--- src/hdl/polygon_winding_number_top_defines.svh ---
// Assertion macros shared by the polygon winding number block.
`ifndef POLYGON_WINDING_NUMBER_TOP_DEFINES_SVH
`define POLYGON_WINDING_NUMBER_TOP_DEFINES_SVH

// The consequent must hold in the same cycle as the antecedent.
`define PWN_ASSERT_IMPL(lbl, ante, cons) \
    lbl: assert property (@(posedge clk) disable iff (!rst_n) (ante) |-> (cons)) \
        else $error("pwn assertion failed");

// The consequent must hold in the cycle after the antecedent.
`define PWN_ASSERT_NEXT(lbl, ante, cons) \
    lbl: assert property (@(posedge clk) disable iff (!rst_n) (ante) |=> (cons)) \
        else $error("pwn assertion failed");

`endif

--- src/hdl/pwn_fifo.sv ---
`timescale 1ns / 1ps
`default_nettype none
module pwn_fifo #(
    parameter int W = 8
) (
    input  wire logic         clk,
    input  wire logic         rst_n,
    input  wire logic         push,
    input  wire logic [W-1:0] wdata,
    input  wire logic         pop,
    output logic [W-1:0]      rdata,
    output logic              full,
    output logic              empty
);
    logic [W-1:0] mem [2];
    logic         wr_reg, rd_reg;
    logic [1:0]   cnt_reg;

    assign full  = cnt_reg == 2'd2;
    assign empty = cnt_reg == 2'd0;
    assign rdata = mem[rd_reg];

    always_ff @(posedge clk)
    begin
        if (push)
            mem[wr_reg] <= wdata;
    end

    always_ff @(posedge clk or negedge rst_n)
    begin
        if (!rst_n)
        begin
            wr_reg  <= 1'b0;
            rd_reg  <= 1'b0;
            cnt_reg <= 2'd0;
        end
        else
        begin
            if (push)
                wr_reg <= !wr_reg;
            if (pop)
                rd_reg <= !rd_reg;
            cnt_reg <= cnt_reg + {1'b0, push} - {1'b0, pop};
        end
    end

endmodule
`default_nettype wire

--- config.mk ---
export PLATFORM = sky130hd
export DESIGN_NAME = pwn_fifo
export DESIGN_NICKNAME = d
export VERILOG_FILES = /design/src/hdl/polygon_winding_number_top_defines.svh /design/src/hdl/pwn_fifo.sv
export SDC_FILE = /design/constraint.sdc
export NUM_CORES = 1
export LEC_CHECK = 0
export ABC_AREA = 1
export BUFFER_PORTS_ARGS = -buffer_cell sky130_fd_sc_hd__buf_2
export CAP_MARGIN = 20
export CORE_MARGIN = 3
export CORE_UTILIZATION = 45
export CTS_CLUSTER_DIAMETER = 40
export CTS_CLUSTER_SIZE = 25
export DETAILED_ROUTE_END_ITERATION = 10
export PLACE_DENSITY = 0.7
export SLEW_MARGIN = 10
export SYNTH_ARGS = -nofsm -noshare
export SYNTH_HDL_FRONTEND = slang
export SYNTH_SLANG_ARGS = --single-unit
--- constraint.sdc ---
create_clock -name clk -period 1.34 [get_ports clk]
set_input_delay 0.201 -clock clk [delete_from_list [all_inputs] [get_ports clk]]
set_output_delay 0.201 -clock clk [all_outputs]
set_load 0.02 [all_outputs]
==> Word-level counts from Yosys, hierarchy flattened <==
Memories as Yosys holds them, arrays and structs flattened.
Index checks and enable logic that the tools add are counted.
{ "classes": {"n_eq_ne": 1, "n_reduce_logical": 3, "bitwise": 0, "n_div": 0, "magnitude_cmp": 0, "shift": 0, "addsub": 2, "mul": 0, "mux": 2} }
{ "ops": {"columns": ["op", "n"], "rows": [
  ["$add 2x1->2", 1],
  ["$eq 2x2->1 const B", 1],
  ["$logic_not 1->1", 2],
  ["$logic_not 2->1", 1],
  ["$mux 1", 2],
  ["$sub 2x1->2", 1]
]} }
{ "totals": {"elab_cells": 12, "inputBits": 12, "mem_bits_ro": 0, "ff_bits": 4, "mem_bits_rw": 16, "latch_bits": 0, "output_inout_bits": 10, "memories": 1} }
{ "memory_table": {"columns": ["memory", "words", "word_bits", "read_ports", "rd_clocked_by_memory_dff", "write_ports", "line_no", "source"], "rows": [
  ["mem", 2, 8, 1, 0, 1, "pwn_fifo.sv:15", "logic [W-1:0] mem [2];"]
]} }

==> Longest topological paths before layout <==
{ "depth": {"word_depth": 2, "depth_mapped": 7} }

==> Worst setup path before layout <==
Ideal clock, no wire load.
{ "synth_timing": {"path_type": "reg2out", "start": "register rd_reg", "end": "output rdata[0]", "stages_incl_launch_ff": 3, "n_path_buf": 1, "path_slack_ps": 158, "t_arrival_ps": 981, "cell_sequence": "dfrtp_1 -> buf_6 -> o21ai_0"} }
{ "synth_between": {"elab_chain_len": 1} }
{ "synth_rtl": {"columns": ["item", "line_no", "source"], "rows": [
  ["from (decl)", "pwn_fifo.sv:16", "logic wr_reg, rd_reg;"],
  ["from (signal assigned)", "pwn_fifo.sv:42", "rd_reg <= !rd_reg;"],
  ["$mem_v2 2x8", null, null],
  ["to (decl)", "pwn_fifo.sv:11", "output logic [W-1:0] rdata,"]
]} }
No other way between the ends.

==> Worst setup path after layout <==
{ "layout_timing": {"start": "register rd_reg", "end": "output rdata[1]"} }
Same word-level chain as after synthesis.

==> summary.txt <==
Finish
  • Antenna cells: 0
  • Area grow syn2layout: 35.2%
  • Util after Layout: 0.697
  • Fillers: 128
  • Largest register FFs: 16
  • Net count, final: 112
  • Final non-filler cell total: 121
  • Layout cells sized above 1: 0.454

Global routing
  • Grt ovf: 0
  • Gr usage total: 0.127
  • First-pass GRT wire length: 2260 um
  • Largest net degree at the start of global routing: 13
  • Initial antenna violation count: 0
  • Vias in the first global route: 520

Timing
  • Setup Skew: 3.41 ps
  • Worst slew margin: 0.778
  • Min Tclk post-route: 1420 ps
  • Fin. max-slew vios: 0
  • Endpoints failing setup: 8
  • Final Cycle Share: 1.06
  • Fmax: 703 MHz
  • Setup TNS: -458 ps
  • Unrepaired setup endpoints after global routing: yes
  • Fin Hold WS: 72.9 ps
  • Worst-margin pin slew: 332 ps
  • PnR worst setup slack: -83.0 ps
  • Hold Vio Cnt, Final: 0

Detailed routing
  • Routed WL: 1350 um
  • Antenna Violating Nets Remaining: 0
  • Avg WL per Cell: 11.2 um
  • DRC: 0
  • Initial DRC count: 4
  • Vias: 533
  • Drt pass-1 iters: 3
  • Via density per instance: 4.40

Hold path
  • Worst hold path depth: 1
  • Min-delay src: wdata[3]
  • Worst Hold Class: primary input to register
  • WHS Endpoint: mem[0][3]$_DFFE_PP_

CTS
  • Clock Latency Late Sink: 310 ps
  • Clock Path Buffers: 2
  • Htree depth: 1
  • Sinks on the clock net: 20
  • TritonCTS Buffers: 3
  • CTS clk-pin slew, worst paths: 110 ps
  • Clk root buf: clkbuf_4
  • CTS tree: yes

Placed design
  • Dpl hpwl: 852 um
  • Dpl cells: 111
  • IO Port Bufs: 21
  • Gpl congestion: 0.625

Logic synthesis
  • Commonest cells in the netlist: edfxtp_1, inv_1, nand2_1, o21ai_0, dfrtp_1
  • Synth unique cells: 12
  • Syn_nets: 81
  • Post-synth EDFFs: 16
  • FFs w/ async S/R, synth: 0.200
  • Top cells by area, synth: edfxtp_1, dfrtp_1, inv_1
  • Yosys warnings: 0
  • Most common cell in the synthesized netlist: edfxtp_1
  • Number of synthesized register bits: 20
  • Syn avg cell area: 12.4 um^2
  • Yosys top cell area share: 0.578
  • Post-synthesis sequential area ratio: 0.699
  • Ys flop type: edfxtp_1
  • Mapped Area: 831 um^2
  • Area leader, netlist: edfxtp_1
  • Cell count after synthesis: 67

Floorplan
  • Initial Utilization: 0.516
  • Die X: 49.0 um
  • Die height: 49.0 um
  • Die ar.: 2400 um^2
  • Boundary Pins: 22
  • Row count: 14
  • Core ar.: 1610 um^2

Critical path
  • Worst R2R Path Depth: 7
  • Critical Path Sink Type: primary output
  • WS Path Type: register to primary output
  • Worst R2R End: cnt_reg[1]$_DFF_PN0_
  • Critical Path Start Type: register
  • Critical Path AT: 1220 ps
  • Critical Path RT: 1140 ps
  • Maximum fanout along the worst path: 6
  • FF-to-FF Start: cnt_reg[0]$_DFF_PN0_
  • R2R setup slack: 200 ps

Outcome
  • Status: finished with violations
  • Failing checks: setup timing

Power
  • Leakage: 0.527 nW
  • VDD IR max: 1.22 mV
  • Total power: 2.55 mW
  • Power per Cell Area: 2270 nW/um^2

Run
  • Max cap viols: 0
metal layers:
metal | up-vias | track usage | share of wire
met1 | 242 | 0.158 | 0.43
met4 | 0 | 0.0853 | 0.033
met2 | 13 | 0.204 | 0.49
li1 | 273 | - | -
met5 | - | 0 | 0
met3 | 5 | 0.0183 | 0.040
how the worst max path moves through the flow:
stage / from / to / slack, ps / cells after the start
2_1_floorplan: rd_reg$_DFFE_PN0P_ / rdata[0] / 160 / 2
3_3_place_gp: rd_reg$_DFFE_PN0P_ / rdata[4] / 100 / 3
3_5_place_dp: rd_reg$_DFFE_PN0P_ / rdata[4] / 70 / 3
4_1_cts: rd_reg$_DFFE_PN0P_ / rdata[7] / -60 / 4
5_1_grt: rd_reg$_DFFE_PN0P_ / rdata[1] / -160 / 3
6_report: rd_reg$_DFFE_PN0P_ / rdata[1] / -80 / 3
final cells by class:
cell class,instances,area (um^2),area share
clock inverter,1,30.0,0.0267
multi-input combinational,30,193,0.171
clock buffer,3,22.5,0.0200
sequential,20,582,0.518
tap,24,30.0,0.0267
inverter,15,56.3,0.0501
timing repair buffer,28,210,0.187
critical path, stage by stage (launching register included):
cell and delay, ps:
dfrtp_2 480, buf_6 150, o21ai_1 130, buf_4 150
cells by family (layout without fill, tap and decap cells):
group / count (synthesis) / after routing / share of synthesized area
XOR/XNOR: 2 / 2 / 0.0211
flip-flops: 20 / 20 / 0.699
buffers and inverters: 17 / 47 / 0.105
adder cells (fa/ha/maj): 2 / 2 / 0.0301
AO/OA/AOI/OAI: 8 / 8 / 0.0617
AND/OR/NAND/NOR: 18 / 18 / 0.0828
placed cells by master, fill, tap and decap left out:
cell type	n
buf_2	13
nand2_1	7
nand2_4	1
o21ai_2	5
nor2_1	3
ha_1	2
buf_4	6
edfxtp_1	16
buf_6	8
nand3_1	1
dfrtp_2	1
clkbuf_4	3
dfrtp_1	3
inv_1	15
dlygate4sd3_1	1
o21ai_1	3
bufinv_16	1
nand2_2	6
xor2_1	2
power breakdown:
group | leakage [nW] | switching, mW | internal [mW]
Sequential | 0.196 | 0.104 | 0.848
Combinational | 0.303 | 0.597 | 0.515
Clock | 0.0279 | 0.185 | 0.303
Total | 0.527 | 0.887 | 1.67
stage by stage:
step | worst slack (ps) | area, um^2
after floorplan | 158 | 831
after global placement | 101 | 942
after detailed placement | 71.3 | 942
after CTS | -64.7 | 1090
after global routing | -158 | 1120
final | -83.0 | 1120
what timing repair did:
| item | in CTS | in global routing |
|---|---|---|
| setup buffers | 5 | 0 |
| setup endpoints to repair | 8 | 8 |
| resized for setup | 22 | 13 |
| endpoints found under the hold margin | 4 | 0 |
| pin swaps | 2 | 2 |
| hold buffers | 1 | 0 |
Power figures use the tool's default switching activity.
