$ cat config.mk
export PLATFORM = sky130hd
export DESIGN_NAME = pwn_front
export DESIGN_NICKNAME = d
export VERILOG_FILES = /design/src/hdl/polygon_winding_number_top_defines.svh /design/src/hdl/pwn_pkg.sv /design/src/hdl/pwn_front.sv
export SDC_FILE = /design/constraint.sdc
export NUM_CORES = 1
export LEC_CHECK = 0
export ABC_CLOCK_PERIOD_IN_PS = 5600
export BUFFER_PORTS_ARGS = -buffer_cell sky130_fd_sc_hd__buf_2
export CAP_MARGIN = 20
export CORE_MARGIN = 3
export CORE_UTILIZATION = 50
export DETAILED_ROUTE_END_ITERATION = 8
export PLACE_DENSITY = 0.84
export SLEW_MARGIN = 20
export SYNTH_ARGS = -nofsm -noshare
export SYNTH_HDL_FRONTEND = slang
export SYNTH_SLANG_ARGS = --single-unit
export TNS_END_PERCENT = 5
$ cat constraint.sdc
create_clock -name clk -period 5.6 [get_ports clk]
set_input_delay 0.28 -clock clk [delete_from_list [all_inputs] [get_ports clk]]
set_output_delay 0.28 -clock clk [all_outputs]
set_load 0.01 [all_outputs]
$ cat src/hdl/polygon_winding_number_top_defines.svh
// Assertion macros shared by the polygon winding number block.
`ifndef POLYGON_WINDING_NUMBER_TOP_DEFINES_SVH
`define POLYGON_WINDING_NUMBER_TOP_DEFINES_SVH

// The consequent must hold in the same cycle as the antecedent.
`define PWN_ASSERT_IMPL(lbl, ante, cons) \
    lbl: assert property (@(posedge clk) disable iff (!rst_n) (ante) |-> (cons)) \
        else $error("pwn assertion failed");

// The consequent must hold in the cycle after the antecedent.
`define PWN_ASSERT_NEXT(lbl, ante, cons) \
    lbl: assert property (@(posedge clk) disable iff (!rst_n) (ante) |=> (cons)) \
        else $error("pwn assertion failed");

`endif

$ cat src/hdl/pwn_pkg.sv
`timescale 1ns / 1ps
`default_nettype none
package pwn_pkg;

    localparam int TOL_BITS  = 31;
    localparam int WIND_BITS = 16;

    localparam logic [1:0] ST_OK    = 2'd0;
    localparam logic [1:0] ST_OPEN  = 2'd1;
    localparam logic [1:0] ST_BOUND = 2'd2;

    typedef enum logic [2:0] {
        BK_IDLE,
        BK_MUL_L,
        BK_MUL_R,
        BK_MUL_T,
        BK_EVAL
    } bk_state_t;

    typedef struct packed {
        logic       first;
        logic       seg;
        logic       last;
        logic       closed;
        logic       span_out;
        logic       both_right;
        logic       both_eq;
        logic       pt_eq;
        logic       vertical;
        logic       vert_touch;
        logic       in_xspan;
        logic       dy_pos;
        logic       dy_zero;
        logic [2:0] delta;
    } job_flags_t;

endpackage
`default_nettype wire

$ cat src/hdl/pwn_front.sv
`timescale 1ns / 1ps
`default_nettype none
module pwn_front #(
    parameter int COORD_BITS = 32
) (
    input  wire logic                         clk,
    input  wire logic                         rst_n,
    input  wire logic                         in_valid,
    output logic                              in_stall,
    input  wire logic signed [COORD_BITS-1:0] point_x,
    input  wire logic signed [COORD_BITS-1:0] point_y,
    input  wire logic signed [COORD_BITS-1:0] vertex_x,
    input  wire logic signed [COORD_BITS-1:0] vertex_y,
    input  wire logic                         first_vertex,
    input  wire logic                         last_vertex,
    input  wire logic                         fifo_full,
    output logic                              push,
    output pwn_pkg::job_flags_t               flags,
    output logic signed [COORD_BITS:0]        ex,
    output logic signed [COORD_BITS:0]        ey,
    output logic signed [COORD_BITS:0]        dx,
    output logic signed [COORD_BITS:0]        dy
);
    import pwn_pkg::*;

    logic signed [COORD_BITS-1:0] qx_reg, qy_reg, sx_reg, sy_reg, px_reg, py_reg;
    logic                         have_prev_reg;
    logic                         accept;
    logic signed [COORD_BITS-1:0] x, y, x1, y1, x2, y2;

    assign in_stall = fifo_full;
    assign accept   = in_valid && !fifo_full;
    assign push     = accept && (first_vertex || have_prev_reg);

    assign x  = qx_reg;
    assign y  = qy_reg;
    assign x1 = px_reg;
    assign y1 = py_reg;
    assign x2 = vertex_x;
    assign y2 = vertex_y;

    always_comb
    begin
        ex = {x[COORD_BITS-1], x} - {x1[COORD_BITS-1], x1};
        ey = {y[COORD_BITS-1], y} - {y1[COORD_BITS-1], y1};
        dx = {x2[COORD_BITS-1], x2} - {x1[COORD_BITS-1], x1};
        dy = {y2[COORD_BITS-1], y2} - {y1[COORD_BITS-1], y1};
        flags.first      = first_vertex;
        flags.seg        = !first_vertex;
        flags.last       = last_vertex;
        flags.closed     = first_vertex || (vertex_x == sx_reg && vertex_y == sy_reg);
        flags.span_out   = (y1 > y && y2 > y) || (y1 < y && y2 < y);
        flags.both_right = x1 > x && x2 > x;
        flags.both_eq    = x1 == x && x2 == x;
        flags.pt_eq      = x == x1 && y == y1;
        flags.vertical   = x1 == x2;
        flags.vert_touch = x == x1 && (y1 <= y || y2 <= y) && (y1 >= y || y2 >= y);
        flags.in_xspan   = (x1 <= x || x2 <= x) && (x1 >= x || x2 >= x);
        flags.dy_pos     = y2 > y1;
        flags.dy_zero    = y2 == y1;
        if (y1 < y && y2 > y)
            flags.delta = 3'sd2;
        else if (y1 > y && y2 < y)
            flags.delta = -3'sd2;
        else if (y1 == y && y2 < y)
            flags.delta = -3'sd1;
        else if (y1 == y && y2 > y)
            flags.delta = 3'sd1;
        else if (y1 < y && y2 == y)
            flags.delta = 3'sd1;
        else if (y1 > y && y2 == y)
            flags.delta = -3'sd1;
        else
            flags.delta = 3'sd0;
    end

    always_ff @(posedge clk or negedge rst_n)
    begin
        if (!rst_n)
        begin
            have_prev_reg <= 1'b0;
            qx_reg <= '0;
            qy_reg <= '0;
            sx_reg <= '0;
            sy_reg <= '0;
            px_reg <= '0;
            py_reg <= '0;
        end
        else if (push)
        begin
            if (first_vertex)
            begin
                qx_reg <= point_x;
                qy_reg <= point_y;
                sx_reg <= vertex_x;
                sy_reg <= vertex_y;
            end
            px_reg <= vertex_x;
            py_reg <= vertex_y;
            have_prev_reg <= !last_vertex;
        end
    end

endmodule
`default_nettype wire

After elaboration in Yosys (flattened, before gate mapping). Cells that the tools add are included.

$add $sub $neg: 4. $lt $le $gt $ge: 15. Eq/ne operators: 10. Mux-type cells: 6. Reductions and logical operators: 28.

Operator list (number): 32-bit == test (10); 32-bit greater-than comparator (5); 32-bit by 32-bit subtractor with 33-bit output (4); 32-bit >= comparator (4); 32-bit less-or-equal comparator (4); 32-bit < comparator (2); 3-bit 2-to-1 mux (6); 1-bit logical AND (17); 1-bit logical OR (7); 1-bit zero test (3); 2-bit AND reduction (1).

Flip-flop bits (word level): 193. Bits of input ports: 134. Output and inout bits: 150. Logic and storage cells: 70.

Depth between registers and ports, before layout.
Depth in word-level cells: 8. Gate-level depth with buffers: 13. Gate-level depth less buffers: 13.

Worst setup path after synthesis. OpenSTA, ideal clock, no wires.

Path kind: register to output. Start point: register py_reg[1]. End point: output flags[1] in the netlist's numbering. Arrival time: 2966 ps. Data required time: 5320 ps. Setup slack: 2354 ps. Stages on the path, launching flop included: 13. Buffers on the path: 0. Cell sequence: dfrtp_1 > inv_1 > ha_1 > nor2b_1 > o31a_1 > o2111a_1 > a31o_1 > a21oi_1 > o21ai_1 > a21oi_1 > mux2_2 > a21oi_1 > a31o_2.

RTL lines: from (decl) (line pwn_front.sv:26) `logic signed [COORD_BITS-1:0] qx_reg, qy_reg, sx_reg, sy_reg, px_reg, py_reg;`; from (signal assigned) (line pwn_front.sv:99) `py_reg <= vertex_y;`; to (decl) (line pwn_front.sv:18) `output pwn_pkg::job_flags_t flags,`.

Final worst setup path.
Start point: register qx_reg[0]. End point: output ex[32].

Cells in the longest elaborated chain, start to end: 1.

RTL lines: from (decl) (line pwn_front.sv:26); from (signal assigned) (line pwn_front.sv:93) `qx_reg <= point_x;`; 32-bit by 32-bit subtractor with 33-bit output (line pwn_front.sv:44) `ex = {x[COORD_BITS-1], x} - {x1[COORD_BITS-1], x1};`; to (decl) (line pwn_front.sv:19) `output logic signed [COORD_BITS:0] ex,`.

No other way between the ends.

==> impl_metrics.py <==
metrics = {
    "finish": {
        "area_delta_synth_final_pct": 15.16,
        "fin_nets": 2397,
        "instances_no_fill": 2481,
        "final_area_um2": 18610,
        "drive_gt1_share_pct": 22.34,
    },
    "global_routing": {
        "grt_remaining_overflow": 0,
        "antenna_found_initial": 0,
        "grt_pass1_vias": 14480,
        "grt_pass1_wl_mm": 75.84,
        "grt_max_degree": 90,
        "grt_usage_pct": 27.95,
    },
    "sta": {
        "fmax_mhz": 226.3,
        "tightest_slew_ns": 0.9386,
        "setup_tns_ns": 0,
        "finalHoldViolCount": 0,
        "worst_slack_ns": 1.182,
        "fin_crit_ns": 4.418,
        "skew_ns": 0.009815,
        "setup_viol_count_final": 0,
        "fin_crit_sh_pct": 78.89,
        "max_slew_margin_pct": 36.89,
        "finalMaxSlewViolations": 0,
        "rsz0062_at_grt": "no",
    },
    "cts": {
        "cts-buffers-inserted": 17,
        "cts_resized": 0,
        "clk_pin_slew_worst_paths_ns": 0.07,
        "cts-root-buf": "clkbuf_16",
        "worstSkewPairLatency_ns": 0.45,
        "cts_tree": "done",
        "h-tree-depth": 4,
        "clockBufferDepth": 2,
        "numClockSinks": 193,
    },
    "worst_setup_path": {
        "reg2reg_to": "py_reg[0]",
        "critical_path_class": "flip-flop to output port",
        "r2r_slack_ns": 4.04,
        "crit_path_start_kind": "flip-flop",
        "crit_fanout": 4,
        "reg2reg_depth": 4,
        "crit_path_end": "ex[32]",
        "r2r_start": "have_prev_reg",
        "end_kind": "output port",
        "required_ns": 5.32,
        "cp-startpoint": "qx_reg[0]",
        "cp.arrival_ns": 4.14,
    },
    "drt": {
        "drtIter0Drc": 1000,
        "drt-vias-per-instance": 5.955,
        "num_vias": 14770,
        "route.detailed.drc": 0,
        "detail-route-antenna-nets": 0,
        "firstDrtPassIters": 5,
        "routedWlPerCell_um": 19.62,
        "routed_wl_mm": 48.67,
    },
    "logic_synthesis": {
        "synthFlopType": "dfrtp_1",
        "synth_area_leaders": "dfrtp_1 (30%), ha_1 (15%), mux2_2 (9.0%), xnor2_1 (7.6%), a21o_1 (4.0%)",
        "syn_area_um2": 16160,
        "ys_ff_latch": 193,
        "yosys.area.top_type_share_pct": 29.89,
        "synthTopCellsByCount": "ha_1 (195), dfrtp_1 (193), inv_1 (170)",
        "synth.net_count": 2126,
        "syn_area_per_cell_um2": 9.011,
        "async_flop_share_pct": 100.0,
        "yosys.area.top_type": "dfrtp_1",
        "synth_edf_count": 0,
        "synth_cell_types": 63,
        "yosysSeqAreaShare_pct": 29.89,
        "synthCells": 1793,
        "ys_warn_count": 0,
        "synth_most_common_cell": "ha_1",
    },
    "pwr": {
        "swShare_pct": 43.77,
        "clock_power_share_pct": 17.1,
        "power_frac_seq_pct": 24.4,
        "power_switching_w": 0.003259,
        "leakage_nw": 9.146,
        "comb_power_share_pct": 58.5,
        "ir_drop_uv": 283.2,
        "internal-power_w": 0.004187,
        "power_density_nw_per_um2": 400.2,
    },
    "placed_design": {
        "place_congestion": 0.9712,
        "dpl_worst_slack_ns": 1.750,
        "post-dp-hpwl_mm": 39.20,
        "portBuffers": 283,
        "dp.cells": 2446,
        "place_area_um2": 18000,
    },
    "floorplan": {
        "dieArea_um2": 34510,
        "core_um2": 31720,
        "ios": 284,
        "rows": 65,
        "initial_core_util_pct": 50.94,
        "die_w_um": 185.8,
        "die_h_um": 185.8,
    },
    "status": {
        "status": "finished, final reports clean",
    },
    "flow_run": {
        "max-cap-violations": 0,
    },
    "hold_path": {
        "hold_class": "primary input to flip-flop",
        "hold_start": "last_vertex",
    },
}
[power groups by stage]
stage          Sequential, W  Combinational [W]  Clock [W]
6_report             0.00182            0.00435    0.00128
5_1_grt              0.00184            0.00477    0.00135
4_1_cts              0.00181            0.00431    0.00129
3_5_place_dp         0.00184            0.00428          0
3_3_place_gp         0.00182            0.00419          0
2_1_floorplan        0.00179            0.00289          0
[cells in the final DEF (no fill, tap or decap), drive strengths merged, types with 5 or more instances in the layout]
master / Yosys / final
xor2: 30 / 30
a2111oi: 7 / 7
xnor2: 141 / 141
o21bai: 8 / 8
o311ai: 6 / 6
or3: 10 / 10
nand3: 25 / 25
nor2b: 28 / 28
nor3: 23 / 23
and3: 21 / 21
a211oi: 14 / 14
nor4: 16 / 16
mux2: 129 / 129
o21a: 21 / 21
or4: 6 / 6
o211ai: 7 / 7
inv: 170 / 175
and2: 7 / 7
buf: 10 / 289
nand2b: 22 / 22
nand4: 46 / 46
a311oi: 6 / 6
a21oi: 121 / 121
ha: 195 / 195
nand2: 135 / 135
dfrtp: 193 / 193
o31ai: 5 / 5
a31o: 5 / 5
nor2: 77 / 77
clkbuf: 29 / 21
a21o: 86 / 86
a31oi: 9 / 9
o21ai: 132 / 132
[how the worst min path moves through the flow]
stage / end / slack (ns) / cells past startpoint
after floorplan: have_prev_reg / -0.02 / 0
after global placement: qx_reg[25] / 0.40 / 1
after detailed placement: qx_reg[24] / 0.40 / 1
after CTS: have_prev_reg / 0.03 / 2
after global routing: have_prev_reg / 0.04 / 2
final: have_prev_reg / 0.04 / 2
[worst max-delay path, cell delays in order (launching register included)]
cell,delay [ns]
dfrtp_1,0.38
inv_1,0.06
ha_1,0.22
fa_1,0.42
nor2b_1,0.15
o21ai_0,0.12
a21oi_1,0.30
a31o_2,0.23
nor3_1,0.07
o311ai_1,0.72
a211oi_2,0.23
nor3_1,0.26
a2111oi_0,0.10
mux2_2,0.30
buf_2,0.14
[cell type report]
type	instances	area, µm²
diodes	2	5.005
fillers	2768	13110
flip-flops and latches	193	4830
inverters	170	638.1
clock inverters	12	146.4
multi-input cells	1391	10550
well taps	402	503.0
clock buffers	20	446.7
repair buffers	291	1488
[through the flow]
step	power (W)	utilization (%)	hold slack, ns
final	0.007446	58.66	0.03759
after detailed placement	0.006116	56.75	0.3992
after global routing	0.007960	58.65	0.04245
after global placement	0.006013	56.75	0.3976
after CTS	0.007412	58.65	0.02651
after floorplan	0.004677	-	-0.01559
[logic make-up (layout without fill, tap and decap cells)]
group	Yosys count	after routing	share of synthesized area [%]
AOI/OAI and AO/OA	461	461	18.04
xor gates and xnor gates	171	171	9.270
adders and majority gates	199	199	15.60
buffers and inverters	209	493	4.925
DFF	193	193	29.89
muxes	132	132	9.177
other	0	2	0
and+or+nand+nor	428	428	13.10
[per-layer routing]
layer	GRT usage (%)	routed length [µm]
met5	0	0
met4	10.01	1757
met3	4.671	3725
met2	47.74	23030
met1	35.82	20160
[timing repair]
action,CTS,global route
hold endpoints to repair,87,0
hold buffers,1,0
setup buffers,0,0
Note: power is estimated with default switching activity, not from simulation.
