<file path="src/hdl/polygon_winding_number_top_defines.svh">
// Assertion macros shared by the polygon winding number block.
`ifndef POLYGON_WINDING_NUMBER_TOP_DEFINES_SVH
`define POLYGON_WINDING_NUMBER_TOP_DEFINES_SVH

// The consequent must hold in the same cycle as the antecedent.
`define PWN_ASSERT_IMPL(lbl, ante, cons) \
    lbl: assert property (@(posedge clk) disable iff (!rst_n) (ante) |-> (cons)) \
        else $error("pwn assertion failed");

// The consequent must hold in the cycle after the antecedent.
`define PWN_ASSERT_NEXT(lbl, ante, cons) \
    lbl: assert property (@(posedge clk) disable iff (!rst_n) (ante) |=> (cons)) \
        else $error("pwn assertion failed");

`endif

</file>
<file path="src/hdl/pwn_pkg.sv">
`timescale 1ns / 1ps
`default_nettype none
package pwn_pkg;

    localparam int TOL_BITS  = 31;
    localparam int WIND_BITS = 16;

    localparam logic [1:0] ST_OK    = 2'd0;
    localparam logic [1:0] ST_OPEN  = 2'd1;
    localparam logic [1:0] ST_BOUND = 2'd2;

    typedef enum logic [2:0] {
        BK_IDLE,
        BK_MUL_L,
        BK_MUL_R,
        BK_MUL_T,
        BK_EVAL
    } bk_state_t;

    typedef struct packed {
        logic       first;
        logic       seg;
        logic       last;
        logic       closed;
        logic       span_out;
        logic       both_right;
        logic       both_eq;
        logic       pt_eq;
        logic       vertical;
        logic       vert_touch;
        logic       in_xspan;
        logic       dy_pos;
        logic       dy_zero;
        logic [2:0] delta;
    } job_flags_t;

endpackage
`default_nettype wire

</file>
<file path="src/hdl/pwn_back.sv">
`timescale 1ns / 1ps
`default_nettype none
`include "polygon_winding_number_top_defines.svh"
module pwn_back #(
    parameter int COORD_BITS = 32,
    parameter int COUNT_BITS = 18
) (
    input  wire logic                           clk,
    input  wire logic                           rst_n,
    input  wire logic                           empty,
    output logic                                pop,
    input  wire pwn_pkg::job_flags_t            jflags,
    input  wire logic signed [COORD_BITS:0]     jex,
    input  wire logic signed [COORD_BITS:0]     jey,
    input  wire logic signed [COORD_BITS:0]     jdx,
    input  wire logic signed [COORD_BITS:0]     jdy,
    input  wire logic [pwn_pkg::TOL_BITS-1:0]   tol,
    output logic                                out_valid,
    input  wire logic                           out_stall,
    output logic signed [pwn_pkg::WIND_BITS-1:0] winding,
    output logic [1:0]                          status,
    output logic                                saturated
);
    import pwn_pkg::*;

    localparam int D  = COORD_BITS + 1;
    localparam int MW = (D + 1 > TOL_BITS + 1) ? D + 1 : TOL_BITS + 1;
    localparam int PW = 2 * MW;
    localparam int CB = COUNT_BITS;
    localparam int EW = (CB > WIND_BITS + 1) ? CB : WIND_BITS + 1;

    bk_state_t state_reg, state_next;

    job_flags_t           f_reg;
    logic signed [D-1:0]  ex_reg, ey_reg, dx_reg, dy_reg;
    logic signed [PW-1:0] l_reg, r_reg, lim_reg;
    logic signed [MW-1:0] mul_a, mul_b;
    logic signed [PW-1:0] prod;
    logic [D-1:0]         adx;

    logic signed [CB-1:0] hc_reg, hc_next;
    logic                 bnd_reg, bnd_next;
    logic                 clamp_reg, clamp_next;

    logic                 ov_reg, ov_next;
    logic signed [WIND_BITS-1:0] w_reg, w_next;
    logic [1:0]           st_reg, st_next;
    logic                 sat_reg, sat_next;

    logic signed [PW-1:0] dd, absd;
    logic                 seg_bnd, seg_left, load;
    logic signed [CB:0]   sum;
    logic signed [CB-1:0] hc_base, hc_upd, hc_adj;
    logic                 bnd_base, clamp_base, clamp_upd;
    logic signed [EW-1:0] wq;
    logic                 out_free;

    localparam logic signed [CB:0] TOP = (CB+1)'((1 << (CB - 1)) - 1);
    localparam logic signed [CB:0] BOT = -TOP - (CB+1)'(1);
    localparam logic signed [EW-1:0] WMAX = EW'(32767);
    localparam logic signed [EW-1:0] WMIN = -EW'(32768);

    assign out_valid = ov_reg;
    assign winding   = w_reg;
    assign status    = st_reg;
    assign saturated = sat_reg;
    assign out_free  = !ov_reg || !out_stall;
    assign pop       = state_reg == BK_IDLE && !empty;

    assign adx  = dx_reg[D-1] ? D'(-dx_reg) : D'(dx_reg);
    assign prod = mul_a * mul_b;

    always_comb
    begin
        case (state_reg)
            BK_MUL_L:
            begin
                mul_a = MW'(ex_reg);
                mul_b = MW'(dy_reg);
            end
            BK_MUL_R:
            begin
                mul_a = MW'(dx_reg);
                mul_b = MW'(ey_reg);
            end
            BK_MUL_T:
            begin
                mul_a = $signed(MW'(tol));
                mul_b = $signed(MW'(adx));
            end
            default:
            begin
                mul_a = '0;
                mul_b = '0;
            end
        endcase
    end

    always_comb
    begin
        dd       = r_reg - l_reg;
        absd     = dd[PW-1] ? -dd : dd;
        seg_bnd  = f_reg.pt_eq || (f_reg.vertical ? f_reg.vert_touch
                   : (f_reg.in_xspan && !(lim_reg < absd)));
        seg_left = !f_reg.span_out && (f_reg.both_right || (!f_reg.both_eq && !f_reg.dy_zero
                   && (f_reg.dy_pos ? (l_reg < r_reg) : (r_reg < l_reg))));

        hc_base    = f_reg.first ? '0 : hc_reg;
        bnd_base   = f_reg.first ? 1'b0 : bnd_reg;
        clamp_base = f_reg.first ? 1'b0 : clamp_reg;

        sum = (CB+1)'(hc_base) + (CB+1)'($signed(f_reg.delta));
        if (!(f_reg.seg && seg_left))
        begin
            hc_upd    = hc_base;
            clamp_upd = clamp_base;
        end
        else if (sum > TOP)
        begin
            hc_upd    = CB'(TOP);
            clamp_upd = 1'b1;
        end
        else if (sum < BOT)
        begin
            hc_upd    = CB'(BOT);
            clamp_upd = 1'b1;
        end
        else
        begin
            hc_upd    = CB'(sum);
            clamp_upd = clamp_base;
        end

        hc_adj = hc_upd + CB'({1'b0, hc_upd[CB-1]});
        wq     = EW'(hc_adj >>> 1);
    end

    always_comb
    begin
        state_next = state_reg;
        hc_next    = hc_reg;
        bnd_next   = bnd_reg;
        clamp_next = clamp_reg;
        ov_next    = ov_reg && out_stall;
        w_next     = w_reg;
        st_next    = st_reg;
        sat_next   = sat_reg;
        load       = 1'b0;
        case (state_reg)
            BK_IDLE:
            begin
                if (!empty)
                begin
                    load       = 1'b1;
                    state_next = jflags.seg ? BK_MUL_L : BK_EVAL;
                end
            end
            BK_MUL_L:
                state_next = BK_MUL_R;
            BK_MUL_R:
                state_next = BK_MUL_T;
            BK_MUL_T:
                state_next = BK_EVAL;
            BK_EVAL:
            begin
                if (!f_reg.last || out_free)
                begin
                    state_next = BK_IDLE;
                    hc_next    = hc_upd;
                    bnd_next   = bnd_base || (f_reg.seg && seg_bnd);
                    clamp_next = clamp_upd;
                    if (f_reg.last)
                    begin
                        ov_next = 1'b1;
                        if (!f_reg.closed)
                        begin
                            w_next   = '0;
                            st_next  = ST_OPEN;
                            sat_next = 1'b0;
                        end
                        else if (bnd_next)
                        begin
                            w_next   = WIND_BITS'(1);
                            st_next  = ST_BOUND;
                            sat_next = 1'b0;
                        end
                        else
                        begin
                            st_next = ST_OK;
                            if (wq > WMAX)
                            begin
                                w_next   = WIND_BITS'(WMAX);
                                sat_next = 1'b1;
                            end
                            else if (wq < WMIN)
                            begin
                                w_next   = WIND_BITS'(WMIN);
                                sat_next = 1'b1;
                            end
                            else
                            begin
                                w_next   = WIND_BITS'(wq);
                                sat_next = clamp_upd;
                            end
                        end
                    end
                end
            end
            default:
                state_next = BK_IDLE;
        endcase
    end

    always_ff @(posedge clk or negedge rst_n)
    begin
        if (!rst_n)
        begin
            state_reg <= BK_IDLE;
            hc_reg    <= '0;
            bnd_reg   <= 1'b0;
            clamp_reg <= 1'b0;
            ov_reg    <= 1'b0;
        end
        else
        begin
            state_reg <= state_next;
            hc_reg    <= hc_next;
            bnd_reg   <= bnd_next;
            clamp_reg <= clamp_next;
            ov_reg    <= ov_next;
        end
    end

    always_ff @(posedge clk)
    begin
        w_reg   <= w_next;
        st_reg  <= st_next;
        sat_reg <= sat_next;
        if (load)
        begin
            f_reg  <= jflags;
            ex_reg <= jex;
            ey_reg <= jey;
            dx_reg <= jdx;
            dy_reg <= jdy;
        end
        if (state_reg == BK_MUL_L)
            l_reg <= prod;
        if (state_reg == BK_MUL_R)
            r_reg <= prod;
        if (state_reg == BK_MUL_T)
            lim_reg <= prod;
    end

    `PWN_ASSERT_IMPL(a_pop_only_idle, pop, state_reg == BK_IDLE)
    `PWN_ASSERT_IMPL(a_result_from_eval, $rose(ov_reg), $past(state_reg) == BK_EVAL)
    `PWN_ASSERT_IMPL(a_status_code, ov_reg, st_reg == ST_OK || st_reg == ST_OPEN || st_reg == ST_BOUND)
    `PWN_ASSERT_NEXT(a_mul_chain, state_reg == BK_MUL_L, state_reg == BK_MUL_R)

endmodule
`default_nettype wire

</file>
<file path="config.mk">
export PLATFORM = sky130hd
export DESIGN_NAME = pwn_back
export DESIGN_NICKNAME = d
export VERILOG_FILES = /design/src/hdl/pwn_pkg.sv /design/src/hdl/pwn_back.sv
export VERILOG_INCLUDE_DIRS = /design/src /design/src/hdl
export SDC_FILE = /design/constraint.sdc
export NUM_CORES = 2
export LEC_CHECK = 0
export ABC_AREA = 1
export BUFFER_PORTS_ARGS = -buffer_cell sky130_fd_sc_hd__buf_2
export CAP_MARGIN = 40
export CORE_UTILIZATION = 28
export CTS_BUF_LIST = sky130_fd_sc_hd__clkbuf_4
export CTS_CLUSTER_DIAMETER = 60
export DETAILED_ROUTE_END_ITERATION = 7
export GPL_TIMING_DRIVEN = 0
export PLACE_DENSITY = 0.44
export SYNTH_ARGS = -nofsm -noshare
export SYNTH_HDL_FRONTEND = slang
export SYNTH_SLANG_ARGS = --single-unit
</file>
<file path="constraint.sdc">
create_clock -name clk -period 20.7 [get_ports clk]
set_input_delay 2.07 -clock clk [delete_from_list [all_inputs] [get_ports clk]]
set_output_delay 2.07 -clock clk [all_outputs]
set_load 0.03 [all_outputs]
</file>
After elaboration in Yosys (flattened, before gate mapping):

Index checks and enable logic that the tools add are counted.

* bitwise logic cells: 1
* reductions and logical operators: 27
* mux-type cells: 30
* equal/unequal tests: 6
* add/sub/neg operators: 5
* divide/modulo/power cells: 0
* shift operators: 0
* order comparisons: 7
* $mul: 1

Operators with widths (count)
* $lt 68x68->1: 3
* $pmux 34 s3: 2
* $mux 18: 4
* $mul 34x34->68: 1
* $mux 68: 1
* $neg 68->68: 1
* $sub 68x68->68: 1
* $mux 33: 1
* $neg 33->33: 1
* $add 18x3->19: 1
* $gt 19x18->1 const B: 1
* $lt 19x18->1 const B: 1
* $add 18x1->18: 1
* $gt 17x16->1 const B: 1
* $lt 17x16->1 const B: 1
* $mux 16: 1
* $mux 1: 15
* $mux 15: 1
* $pmux 3 s5: 1
* $mux 3: 3
* $logic_and 1x1->1: 8
* $logic_not 1->1: 8
* $eq 3x2->1 const B: 2
* $logic_or 1x1->1: 5
* 10 further kinds: 12

* memory bits (writable): 0
* output and inout port bits: 21
* memory bits (read-only): 0
* latch bits: 0
* flip-flop bits (word level): 395
* input bits: 183
* memories kept: 0

Depth between registers and ports, before layout:

* word-level depth: 12
* depth in mapped cells: 53
* mapped depth without buffers: 52

Worst setup path after synthesis:

No wires, ideal clock.

* path type: reg2reg
* start: reg state_reg[2]
* end: reg l_reg[63], data pin
* buffers on the path: 4
* clock period less this slack: 10.821 ns
* path slack: 9.879 ns
* arrival time: 10.544 ns
* cell stages (with the launch flop): 28
* library setup time: 0.277 ns
* data required time: 20.423 ns
* cells stage by stage: dfrtp_1 clkbuf_1 nor3_1 clkbuf_1 clkbuf_1 nand3_1 nand2_1 clkbuf_1 inv_1 nor2_1 fa_1 fa_1 fa_1 fa_1 inv_1 fa_1 fa_1 inv_1 fa_1 fa_1 ha_1 a21oi_1 o21ai_0 inv_1 nand2_1 a2111oi_0 o31ai_1 xor2_1

* cells in the longest elaborated chain, start to end: 3

Ends and longest elaborated chain
* start: declaration: line pwn_back.sv:32 `bk_state_t state_reg, state_next;`
* start signal: assignment: line pwn_back.sv:226 `state_reg <= state_next;`
* $eq 3x2->1 or $eq 3x1->1 (tied branches): line pwn_back.sv:75 `case (state_reg)`
* $pmux 34 s3: line pwn_back.sv:75
* $mul 34x34->68 *: line pwn_back.sv:71 `assign prod = mul_a * mul_b;`
* via prod[63]: line pwn_back.sv:38 `logic signed [PW-1:0] prod;`
* end signal: assignment: line pwn_back.sv:248 `l_reg <= prod;`
* end: declaration: line pwn_back.sv:36 `logic signed [PW-1:0] l_reg, r_reg, lim_reg;`

Mark *: on every way through the listed nets, which the timed path passes. The rest lies on a longest branch.
A chain may end at the register's enable or synchronous reset.

Final worst setup path:

* start: reg dx_reg[1]
* end: reg lim_reg[64], data pin

* cells in the longest elaborated chain, start to end: 4

Ends and longest elaborated chain
* start: declaration: line pwn_back.sv:35 `logic signed [D-1:0] ex_reg, ey_reg, dx_reg, dy_reg;`
* start signal: assignment: line pwn_back.sv:244 `dx_reg <= jdx;`
* $neg 33->33: line pwn_back.sv:70 `assign adx = dx_reg[D-1] ? D'(-dx_reg) : D'(dx_reg);`
* $mux 33: line pwn_back.sv:70
* $pmux 34 s3: line pwn_back.sv:75
* $mul 34x34->68 *: line pwn_back.sv:71
* via prod[64]: line pwn_back.sv:38
* end signal: assignment: line pwn_back.sv:252 `lim_reg <= prod;`
* end: declaration: line pwn_back.sv:36

Marks and branches as above.

==> implementation parameters <==
Parameter                              Value

Worst setup path
  Slowest stage cell on the critical path ... fa_1
  Worst R2R End ... lim_reg[64]
  Biggest cell delay along the critical path ... roughly 1.1 ns
  Startpoint kind of the worst setup timing path ... flip-flop
  Req. time, crit path ... around 22 ns
  Critical path peak fanout ... 11
  Worst R2R Path Depth ... 34
  Worst path most repeated cell ... inv_1
  FF-to-FF Start ... dx_reg[1]
  Path type of the worst setup path ... reg -> reg
  Reg2reg setup slack ... around 8.2 ns
  Critical Path End Type ... flip-flop
  Arrival time of the worst setup path ... around 13 ns

Placement
  HPWL after DPL ... between 200000 and 250000 µm
  Placer's final routability congestion estimate ... 1.00
  Port bufs ... around 200

STA
  Setup repair after global routing missed its margin ... false
  Part of the cycle the worst path needs ... 60.6%
  Slew at the pin closest to its max-slew limit ... ~0.98 ns
  Max frequency ... 0.0798 GHz
  Fin Clk Skew ... 0.108 ns
  Worst-case headroom to the max-slew limit ... about a third
  Max-slew violation total from the final report ... 0
  Summed negative setup slack over all endpoints ... 0 ns
  Minimum clock period after layout ... 12.54 ns
  Number of failing hold endpoints at the final stage ... 0
  Final number of setup-violating endpoints ... 0

Drt
  Number of DRC violations after detailed-routing iteration 0 ... approximately 4000
  Detailed Routing Iterations Pass 1 ... 6
  Average wire per cell in the routed design ... 23.8 µm
  Aggregate routed wire length ... roughly 270000 µm
  Sum of met2 wire segment lengths after detailed routing ... between 100000 and 150000 µm
  Met3 wirelength from detailed routing ... between 15000 and 20000 µm
  Detailed-route wire length on metal 1 ... approximately 110000 µm
  Number of nets still failing antenna checks after routing ... 0
  Count of unresolved DRC violations after routing ... 0
  Max layer used ... met5
  Detailed-route vias per instance ... 4.74
  Vias after detailed routing ... between 50000 and 60000

GRT
  Pin count of the biggest net entering global routing ... 46
  First-pass GRT wire length ... 384000 µm
  Initial antenna violation count ... 19
  Gr usage total ... approximately 23%
  Total grt overflow ... 0
  Via count of the first global-routing pass ... between 50000 and 60000

Finish
  Share of post-route cells with drive strength above 1 ... around 8%
  Most common cell after layout, fill and taps aside ... inv_1
  Number of nets in the final layout ... a little under 10000
  Area Growth Syn to Fin ... 13.2%
  Commonest cells after routing, fill and taps aside ... 1798 x inv_1, 1260 x nand2_1, 1219 x fa_1

Min path
  HP Class ... reg -> reg
  Hold wc startpoint ... hc_reg[15]
  Hold depth ... 2
  Worst Hold End ... hc_reg[15]

Die
  Initial standard-cell utilization of the core ... 28.2%
  Die footprint ... approximately 230000 µm²
  Die height ... between 400 and 500 µm
  Core area ... 230000 µm²
  Top-Level Pins ... 204
  Std cell rows ... about 180
  Die width ... ~480 µm

Run
  Max Cap Viol ... 0

CTS
  Post CTS Setup Buffer Count ... 0
  CTS clock-pin slew for the worst setup and hold paths ... roughly 0.06 ns
  # hold bufs at CTS ... 0
  Clk root buf ... clkbuf_4
  Maximum buffer depth of the clock tree ... 3
  Number of buffers created by CTS ... between 100 and 150
  Number of clock sinks ... between 300 and 400
  Maximum level of the CTS H-tree ... 3
  CTS-repair resized insts ... 0
  Clock Latency Late Sink ... approximately 1.2 ns
  Clock tree from TritonCTS ... yes

Synth
  Portion of the post-synthesis area used by sequential elements ... approximately 18%
  Avg Inst Size Synth ... 8.61 µm²
  Post-Syn Area ... 64800 µm²
  Instance count of the mapped netlist ... between 7000 and 8000
  Post-synth EDFFs ... 371
  Unique masters post-synth ... 60
  Flop and latch count out of synthesis ... just under 400
  Proportion of register bits with asynchronous set or reset after synthesis ... between 6 and 7%
  Number of nets produced by synthesis ... just over 9000
  Most used flip-flop cell after synthesis ... edfxtp_1
  Synthesis Warnings ... 0

Outcome
  Result of the run ... complete, no violations
per-stage QoR:
step | area [µm²] | hold WS (ns) | setup WS, ns | std cells | utilization, %
final | 73300 | 0.490 | 8.16 | 11100 | 31.9
after global routing | 73300 | 0.526 | 7.51 | 11100 | 31.9
after CTS | 73300 | 0.497 | 8.15 | 11100 | 31.9
after detailed placement | 71800 | 0.480 | 8.10 | 10900 | 31.2
after global placement | 69600 | 0.471 | 2.50 | 10800 | 30.3
after floorplan | 64800 | 0.453 | 9.88 | 7522 | -
cell families after synthesis:
family / Yosys count / share of synthesized area (%)
buffers and inverters: 2047 / 12.0
AOI/OAI and AO/OA: 623 / 5.74
adders and majority gates: 1579 / 44.6
xor gates and xnor gates: 221 / 3.02
and+or+nand+nor: 2657 / 16.5
DFF: 395 / 18.1
routing by layer:
metal | vias to the layer above | track usage (%)
met2 | 2037 | 36.7
met3 | 489 | 4.61
li1 | 23600 | -
met4 | 22 | 10.0
met5 | - | 0
met1 | 26500 | 29.3
how the worst max path moves through the flow:
stage                              to  slack (ns)  cells after the start         start
final                     lim_reg[64]        8.16                     34     dx_reg[1]
after detailed placement    r_reg[64]        8.10                     34     dx_reg[1]
after global placement      l_reg[64]        2.50                     24  state_reg[2]
after CTS                 lim_reg[64]        8.15                     34     dx_reg[1]
after global routing      lim_reg[64]        7.51                     34     dx_reg[0]
after floorplan             l_reg[63]        9.88                     27  state_reg[2]
cells in the mapped netlist, drive strengths merged, types with 35 or more instances:
master	number	area, µm²
inv	1811	6800
nand2	1280	4860
fa	1220	24400
nor2	1062	4050
edfxtp	371	11100
ha	359	4490
a21oi	247	1240
clkbuf	187	702
o21ai	174	912
nand3	171	881
xor2	137	1210
xnor2	84	743
a22o	57	499
nor3	55	325
nand4	43	269
a31oi	37	231
buf	35	208
critical path: cells and delay by family (launching register included):
| kind | cells | cell delay, ns |
|---|---|---|
| adder cells (fa/ha/maj) | 10 | 5.86 |
| flip-flops | 1 | 0.42 |
| AO/OA/AOI/OAI | 4 | 1.19 |
| AND/OR/NAND/NOR | 9 | 2.63 |
| buffers and inverters | 10 | 1.58 |
| XOR/XNOR | 1 | 0.58 |
final cells by class:
class | count | area [µm²]
multi-input combinational | 5080 | 45300
sequential | 395 | 11700
inverter | 1825 | 6850
clock buffer | 163 | 1220
clock inverter | 42 | 268
tap | 3026 | 3790
antenna | 9 | 22.5
buffer | 222 | 921
timing repair buffer | 353 | 3170
fill | 24800 | 157000
Power is not shown: default switching activity piles up to over one toggle a cycle in this logic, so the estimate is an artifact.
